--- config.mk ---
export PLATFORM = sky130hd
export DESIGN_NAME = wildcard_byte_pattern_scan_core
export DESIGN_NICKNAME = d
export VERILOG_FILES = /design/src/rtl/core/wbps_pkg.sv /design/src/rtl/core/wbps_cell.sv /design/src/rtl/core/wbps_chain.sv /design/src/rtl/core/wildcard_byte_pattern_scan_core.sv
export SDC_FILE = /design/constraint.sdc
export NUM_CORES = 2
export LEC_CHECK = 0
export ABC_AREA = 0
export BUFFER_PORTS_ARGS = -buffer_cell sky130_fd_sc_hd__clkbuf_2
export CORE_ASPECT_RATIO = 0.75
export CORE_MARGIN = 2
export CORE_UTILIZATION = 45
export CTS_BUF_LIST = sky130_fd_sc_hd__clkbuf_4
export CTS_CLUSTER_DIAMETER = 30
export CTS_CLUSTER_SIZE = 12
export DETAILED_ROUTE_END_ITERATION = 10
export GPL_ROUTABILITY_DRIVEN = 0
export SLEW_MARGIN = 20
export SYNTH_ARGS = -nofsm -noshare
export SYNTH_HDL_FRONTEND = slang
export SYNTH_HIERARCHICAL = 1
export SYNTH_SLANG_ARGS = --single-unit
--- constraint.sdc ---
create_clock -name aclk -period 8.2 [get_ports aclk]
set_clock_uncertainty 0.05 [all_clocks]
set_input_delay 0.41 -clock aclk [delete_from_list [all_inputs] [get_ports aclk]]
set_output_delay 0.41 -clock aclk [all_outputs]
set_load 0.02 [all_outputs]
--- src/rtl/core/wbps_pkg.sv ---
// wbps_pkg: shared constants, word types and register indexes for the
// wildcard byte pattern scan core. No dependencies.
package wbps_pkg;

    localparam int MAX_PATTERN_BYTES = 32;
    localparam int OFFSET_BITS       = 32;
    localparam int LEN_BITS          = $clog2(MAX_PATTERN_BYTES + 1);
    localparam int IDX_BITS          = $clog2(MAX_PATTERN_BYTES);
    localparam int CFG_DATA_BITS     = 64;
    localparam int CFG_INDEX_BITS    = 3;

    localparam logic [OFFSET_BITS-1:0] COUNT_MAX = '1;

    // register indexes of the configuration port
    typedef enum logic [CFG_INDEX_BITS-1:0] {
        REG_PATTERN_0_7   = 3'd0,
        REG_PATTERN_8_15  = 3'd1,
        REG_PATTERN_16_23 = 3'd2,
        REG_PATTERN_24_31 = 3'd3,
        REG_CARE_MASK     = 3'd4,
        REG_PATTERN_LEN   = 3'd5
    } cfg_reg_t;

    typedef logic [MAX_PATTERN_BYTES-1:0][7:0] pat_array_t;

    // input word
    typedef struct packed {
        logic [7:0] data_byte;
        logic       image_end;
    } in_word_t;

    // result word
    typedef struct packed {
        logic                   found;
        logic [OFFSET_BITS-1:0] match_offset;
    } out_word_t;

endpackage

--- src/rtl/core/wbps_cell.sv ---
// wbps_cell: one window slot; holds a byte, passes it to the next slot on
// every shift and compares it with its aligned pattern byte. Uses wbps_pkg.
module wbps_cell (
    input  logic       aclk,
    input  logic       shift_en,
    input  logic [7:0] din,
    input  logic [7:0] pat_byte,
    input  logic       care,
    output logic [7:0] dout,
    output logic       hit
);
    import wbps_pkg::*;

    logic [7:0] byte_reg;

    // window slot, shifts when a word is accepted
    always_ff @(posedge aclk) begin
        if (shift_en) begin
            byte_reg <= din;
        end
    end

    assign dout = byte_reg;
    // wildcard positions always hit
    assign hit  = !care || (byte_reg == pat_byte);

endmodule

--- src/rtl/core/wbps_chain.sv ---
// wbps_chain: row of window cells, newest byte in cell 0, oldest at the end.
// Uses wbps_pkg and wbps_cell.
module wbps_chain (
    input  logic                                      aclk,
    input  logic                                      shift_en,
    input  logic [7:0]                                din,
    input  wbps_pkg::pat_array_t                      pat_al,
    input  logic [wbps_pkg::MAX_PATTERN_BYTES-1:0]    care_al,
    output logic [wbps_pkg::MAX_PATTERN_BYTES-1:0]    hits
);
    import wbps_pkg::*;

    logic [MAX_PATTERN_BYTES:0][7:0] link;

    assign link[0] = din;

    // cell k holds the byte seen k words ago
    for (genvar k = 0; k < MAX_PATTERN_BYTES; k++) begin : g_cell
        wbps_cell u_cell (
            .aclk     (aclk),
            .shift_en (shift_en),
            .din      (link[k]),
            .pat_byte (pat_al[k]),
            .care     (care_al[k]),
            .dout     (link[k+1]),
            .hit      (hits[k])
        );
    end

endmodule

--- src/rtl/core/wildcard_byte_pattern_scan_core.sv ---
// wildcard_byte_pattern_scan_core: top level; configuration registers, pattern
// alignment, byte count, match decision and result register.
// Uses wbps_pkg and wbps_chain.
//
// Takes one image byte per cycle, back to back, and returns one result word per
// image: found with the offset of the first match start, or found clear at the
// image end. The accepting edge shifts the byte into the window of 32 cells and
// into the window stage; the result register then loads from a parallel compare
// of every cell when that stage moves. Input stalls only while a result word
// waits with m_ready low. The pattern, care mask and length are realigned to
// the window in the cycle after a register write, so configure only while no
// image is in progress; a write takes effect for bytes accepted from the cycle
// after it. The byte count saturates at 2^32-1, after which no match is
// reported for that image.
module wildcard_byte_pattern_scan_core (
    input  logic                                  aclk,
    input  logic                                  aresetn,
    // configuration port
    input  logic                                  cfg_wr_en,
    input  logic [wbps_pkg::CFG_INDEX_BITS-1:0]   cfg_index,
    input  logic [wbps_pkg::CFG_DATA_BITS-1:0]    cfg_wdata,
    // byte input
    input  logic                                  s_valid,
    output logic                                  s_ready,
    input  wbps_pkg::in_word_t                    s_word,
    // result output
    output logic                                  m_valid,
    input  logic                                  m_ready,
    output wbps_pkg::out_word_t                   m_word
);
    import wbps_pkg::*;

    // configuration registers
    logic [3:0][CFG_DATA_BITS-1:0]  pattern_reg;
    logic [MAX_PATTERN_BYTES-1:0]   care_reg;
    logic [LEN_BITS-1:0]            len_reg;

    // aligned pattern, one entry per window cell
    pat_array_t                     pat_al_reg, pat_al_next;
    logic [MAX_PATTERN_BYTES-1:0]   care_al_reg, care_al_next;

    // window stage
    logic                           s1_valid_reg;
    logic                           s1_last_reg;
    logic                           s1_sat_ok_reg;
    logic [OFFSET_BITS-1:0]         cnt_reg, cnt_next;
    logic                           match_reported_reg, match_reported_next;

    // result register
    logic                           m_valid_reg, m_valid_next;
    out_word_t                      m_word_reg, m_word_next;

    pat_array_t                     pat_all;
    logic [LEN_BITS-1:0]            len_eff;
    logic [MAX_PATTERN_BYTES-1:0]   hits;
    logic                           s_accept;
    logic                           s1_move;
    logic [OFFSET_BITS-1:0]         cnt_base;
    logic                           sat_ok;
    logic                           len_reached;
    logic                           match_hit;
    logic                           emit;

    // register writes, unknown indexes ignored
    always_ff @(posedge aclk) begin
        if (!aresetn) begin
            pattern_reg <= '0;
            care_reg    <= '1;
            len_reg     <= LEN_BITS'(1);
        end else if (cfg_wr_en) begin
            case (cfg_index)
                REG_PATTERN_0_7:   pattern_reg[0] <= cfg_wdata;
                REG_PATTERN_8_15:  pattern_reg[1] <= cfg_wdata;
                REG_PATTERN_16_23: pattern_reg[2] <= cfg_wdata;
                REG_PATTERN_24_31: pattern_reg[3] <= cfg_wdata;
                REG_CARE_MASK:     care_reg <= cfg_wdata[MAX_PATTERN_BYTES-1:0];
                REG_PATTERN_LEN:   len_reg  <= cfg_wdata[LEN_BITS-1:0];
                default: ;
            endcase
        end
    end

    assign pat_all = pattern_reg;

    // clamp length to 1..MAX_PATTERN_BYTES
    always_comb begin
        if (len_reg == '0) begin
            len_eff = LEN_BITS'(1);
        end else if (len_reg > LEN_BITS'(MAX_PATTERN_BYTES)) begin
            len_eff = LEN_BITS'(MAX_PATTERN_BYTES);
        end else begin
            len_eff = len_reg;
        end
    end

    // cell k faces pattern byte len-1-k; cells past the length are wildcards
    always_comb begin
        logic [LEN_BITS-1:0] pos;
        for (int k = 0; k < MAX_PATTERN_BYTES; k++) begin
            pos = len_eff - LEN_BITS'(1) - LEN_BITS'(k);
            if (LEN_BITS'(k) < len_eff) begin
                pat_al_next[k]  = pat_all[pos[IDX_BITS-1:0]];
                care_al_next[k] = care_reg[pos[IDX_BITS-1:0]];
            end else begin
                pat_al_next[k]  = '0;
                care_al_next[k] = 1'b0;
            end
        end
    end

    always_ff @(posedge aclk) begin
        pat_al_reg  <= pat_al_next;
        care_al_reg <= care_al_next;
    end

    // handshake: the window stage moves when the result register can take it
    assign s1_move  = s1_valid_reg && (!m_valid_reg || m_ready);
    assign s_ready  = !s1_valid_reg || s1_move;
    assign s_accept = s_valid && s_ready;

    wbps_chain u_chain (
        .aclk     (aclk),
        .shift_en (s_accept),
        .din      (s_word.data_byte),
        .pat_al   (pat_al_reg),
        .care_al  (care_al_reg),
        .hits     (hits)
    );

    // byte count, restarted after an image end
    assign cnt_base = s1_last_reg ? '0 : cnt_reg;
    assign sat_ok   = (cnt_base != COUNT_MAX);
    assign cnt_next = sat_ok ? cnt_base + OFFSET_BITS'(1) : cnt_base;

    always_ff @(posedge aclk) begin
        if (!aresetn) begin
            s1_valid_reg  <= 1'b0;
            s1_last_reg   <= 1'b0;
            s1_sat_ok_reg <= 1'b0;
            cnt_reg       <= '0;
        end else begin
            if (s_accept) begin
                s1_valid_reg  <= 1'b1;
                s1_last_reg   <= s_word.image_end;
                s1_sat_ok_reg <= sat_ok;
                cnt_reg       <= cnt_next;
            end else if (s1_move) begin
                s1_valid_reg  <= 1'b0;
            end
        end
    end

    // match decision on the window holding the staged byte
    assign len_reached = (cnt_reg >= OFFSET_BITS'(len_eff));
    assign match_hit   = (&hits) && s1_sat_ok_reg && len_reached && !match_reported_reg;
    assign emit        = match_hit || (s1_last_reg && !match_reported_reg);

    always_comb begin
        match_reported_next = match_reported_reg;
        m_valid_next        = m_valid_reg;
        m_word_next         = m_word_reg;
        if (m_ready) begin
            m_valid_next = 1'b0;
        end
        if (s1_move) begin
            if (s1_last_reg) begin
                match_reported_next = 1'b0;
            end else if (match_hit) begin
                match_reported_next = 1'b1;
            end
            if (emit) begin
                m_valid_next             = 1'b1;
                m_word_next.found        = match_hit;
                m_word_next.match_offset = match_hit ? cnt_reg - OFFSET_BITS'(len_eff) : '0;
            end
        end
    end

    always_ff @(posedge aclk) begin
        if (!aresetn) begin
            match_reported_reg <= 1'b0;
            m_valid_reg        <= 1'b0;
        end else begin
            match_reported_reg <= match_reported_next;
            m_valid_reg        <= m_valid_next;
        end
    end

    always_ff @(posedge aclk) begin
        m_word_reg <= m_word_next;
    end

    assign m_valid = m_valid_reg;
    assign m_word  = m_word_reg;

    // checks
    a_nofind_zero_offset: assert property (@(posedge aclk) disable iff (!aresetn)
        m_valid_reg && !m_word_reg.found |-> m_word_reg.match_offset == '0)
        else $error("result without match carries a nonzero offset");

    a_restart_clears: assert property (@(posedge aclk) disable iff (!aresetn)
        s1_move && s1_last_reg |=> !match_reported_reg)
        else $error("match flag survives an image end");

    a_match_needs_len: assert property (@(posedge aclk) disable iff (!aresetn)
        s1_move && match_hit |-> cnt_reg >= OFFSET_BITS'(len_eff))
        else $error("match reported before a full pattern was seen");

    a_empty_stage_ready: assert property (@(posedge aclk) disable iff (!aresetn)
        !s1_valid_reg |-> s_ready)
        else $error("input stalled with an empty window stage");

    a_one_per_image: assert property (@(posedge aclk) disable iff (!aresetn)
        s1_move && match_reported_reg |-> !emit)
        else $error("second result for one image");

endmodule
==> out/results.txt <==
worst-case reg-to-reg path depth: 16
number of synthesized flops with an enable pin: 289
utilization after layout: 0.5071
max_cap viols: 0
Async SR Flop Fraction: 0
Clk pin slew, worst setup/hold paths: 0.09 ns
final setup margin: 1.455 ns
Tmin final: 6.745 ns
global-route wire length before repair: 343500 um
Placement Rows: 109
gr ovfl total: 0
Place WS: 1.767 ns
CP Capture Type: flip-flop
PD cells: 177.1 nW/um^2
Hold EP: pat_all[186]
die height: 303.3 um
Final Power: 10.61 mW
Slowest-stage cell, CP: dfxtp_1
Tcrit/Tclk final: 0.8226
Max Slew Vio Count: 0
Mapped Nets: 5767
peak supply drop: 152.5 uV
clk sinks: 908
routed vias/inst: 6.904
fin nets: 5858
largest net degree at the start of global routing: 161
setup violators final: 0
Leakage: 19.73 nW
Setup crit start kind: flip-flop
Max-slew headroom: 0.02983
Worst R2R Setup Slack: 1.45 ns
I/O Pins: 116
Core Box Area: 118100 um^2
Final ANT Viol Nets: 0
vias in the first global route: 45800
Ys Warns: 6
CTS buffer count: 165
die area: 122300 um^2
post-synthesis sequential area ratio: 0.3920
RSZ-0062 raised after global routing: false
H-Tree Depth: 4
drt drc: 0
starting DRC count in detailed routing: 9661
Worst Hold Depth: 4
WP data required: 9.27 ns
Final Hold Viols: 0
Yosys cell types: 78
starting density of the core: 0.4551
Area Growth Syn to Fin: 11.43%
Syn Std Cell Area: 53750 um^2
Post-CTS Setup Inserts: 0
crit path max fanout: 98
Worst path top cell family by delay: buffers and inverters
classification of the worst-slack hold path: primary input to flip-flop
area share of the largest cell type after synthesis: 0.2306
CP cell instances: nor4_4 > buf_4 > nor2_4 > nor2_4 > inv_8 > ha_1 > buf_4 > inv_1 > xnor2_4 > buf_4 > ha_1 > nand2_1 > xnor2_4 > buf_4 > mux4_2 > a22o_1
Levels on crit path: 16
post-cts gate resize count: 0
Main synth FF type: dfxtp_1
hpwl dp: 179500 um
via count: 51540
Worst Tran Pin Value: 1.455 ns
mean post-synth cell area: 9.489 um^2
drt first pass iters: 7
fmax: 148.3 MHz
Worst-Skew Late Latency: 1.29 ns
r2r endpoint: pat_al_reg[59]
cell count after synthesis: 5664
critical path class: flip-flop to flip-flop
FF-to-FF Start: len_reg[4]
routed length per placed instance: 32.89 um
Die X: 403.1 um
crit path DAT: 7.81 ns
Hold Startpoint: cfg_wdata[58]
leading post-synthesis cells by cell area: dfxtp_1 (23%), edfxtp_1 (16%), nand2_1 (8.5%)
status: complete, no violations
All-Layer GR Usage: 0.3915
FF+latch count, synth: 908
Synth area leader: dfxtp_1
setup_tns: 0 ns
CTS tree: done
IO Port Bufs: 115
Clock Root Buffer: clkbuf_4
clock buffer depth: 3
Post-Route WL: 245500 um
max incr delay on CP: 1.04 ns
initial antenna violation count: 20
layout cells sized above 1: 0.1524
Top cell by count, worst path: buf_4
CP Buf/Inv Count: 6
Post-CTS Hold Buffers: 144
[layer usage]
layer	part of all wire	GRT usage
met5	0.00037	0
met4	0.080	0.2507
met3	0.16	0.1869
met2	0.39	0.5328
met1	0.37	0.4943
[worst min-delay path, cell delays in order]
cell           delay (ns)
dlygate4sd3_1        0.56
clkbuf_2             0.20
nand2_1              0.09
a21oi_1              0.05
[synthesized netlist by cell type (15+ instances only)]
| library cell | number |
|---|---|
| o311ai_0 | 19 |
| o22ai_1 | 160 |
| xnor2_1 | 312 |
| inv_1 | 31 |
| mux2i_1 | 418 |
| a31oi_1 | 118 |
| dfxtp_1 | 619 |
| o22a_1 | 96 |
| a22oi_1 | 29 |
| a22o_1 | 75 |
| a21boi_0 | 56 |
| o211a_1 | 15 |
| mux4_2 | 197 |
| o21ai_0 | 55 |
| a211o_1 | 27 |
| and3_1 | 82 |
| a21oi_1 | 278 |
| nor3_1 | 82 |
| ha_1 | 21 |
| nor2b_1 | 21 |
| xor2_1 | 17 |
| nand3_1 | 133 |
| nor2_1 | 135 |
| nand2_1 | 1218 |
| a2bb2o_1 | 21 |
| o221ai_1 | 137 |
| nand4_1 | 85 |
| a32oi_1 | 37 |
| o2bb2ai_1 | 28 |
| or3_1 | 50 |
| buf_2 | 61 |
| o31ai_1 | 24 |
| o21ai_1 | 38 |
| clkbuf_1 | 305 |
| mux2_2 | 122 |
| edfxtp_1 | 289 |
| or2_2 | 23 |
| buf_1 | 48 |
| a221oi_1 | 27 |
[cell usage in the layout (no fill, tap or decap), types with 91 or more instances in the layout]
master         instances
a21oi_1              278
a31oi_1              117
buf_4                 91
clkbuf_2             114
clkbuf_4             184
dfxtp_1              617
dlygate4sd3_1        144
edfxtp_1             289
mux2_2               122
mux2i_1              418
mux4_2               197
nand2_1             1216
nand3_1              132
nor2_1               130
o221ai_1             136
o22a_1                96
o22ai_1              160
xnor2_1              312
[cell families (layout without fill, tap and decap cells)]
kind of cell,count (synthesis),count (layout),synth area share
AOI/OAI and AO/OA,1304,1304,0.1721
xor gates and xnor gates,335,335,0.05564
adders and majority gates,22,22,0.005261
buffers and inverters,466,702,0.03557
DFF,908,908,0.3920
muxes,737,737,0.1860
other,0,11,0
and+or+nand+nor,1892,1892,0.1534
[how the worst max path moves through the flow]
| stage | end | slack (ns) | startpoint |
|---|---|---|---|
| 3_5_place_dp | pat_al_reg[59] | 1.77 | len_reg[4] |
| 5_1_grt | pat_al_reg[59] | 1.33 | len_reg[4] |
| 6_report | pat_al_reg[59] | 1.45 | len_reg[4] |
| 4_1_cts | pat_al_reg[59] | 1.71 | len_reg[4] |
| 2_1_floorplan | pat_al_reg[118] | 2.42 | len_reg[5] |
| 3_3_place_gp | pat_al_reg[63] | 1.86 | len_reg[4] |
[area by class of cell]
type / instances / area (um^2)
fill: 10970 / 58220
timing repair buffer: 354 / 2783
clock buffer: 183 / 1374
multi-input combinational: 4290 / 30950
antenna: 11 / 27.53
inverter: 36 / 166.4
tap: 1554 / 1944
clock inverter: 129 / 1569
sequential: 908 / 21080
[per-stage QoR]
stage	hold WS, ns	std cells	cell area (um^2)
6_report	0.03933	7465	59890
4_1_cts	0.006890	7453	59850
3_5_place_dp	0.3970	6997	55470
2_1_floorplan	0.3692	5664	53750
3_3_place_gp	0.3829	6993	55420
5_1_grt	0.03478	7460	59880
[power by group]
part	internal, mW	total (mW)	switching (mW)
clock	2.10	4.25	2.15
sequential	4.78	4.95	0.176
combinational	0.504	1.40	0.899
total	7.38	10.6	3.23
Note: power is estimated with default switching activity, not from simulation.
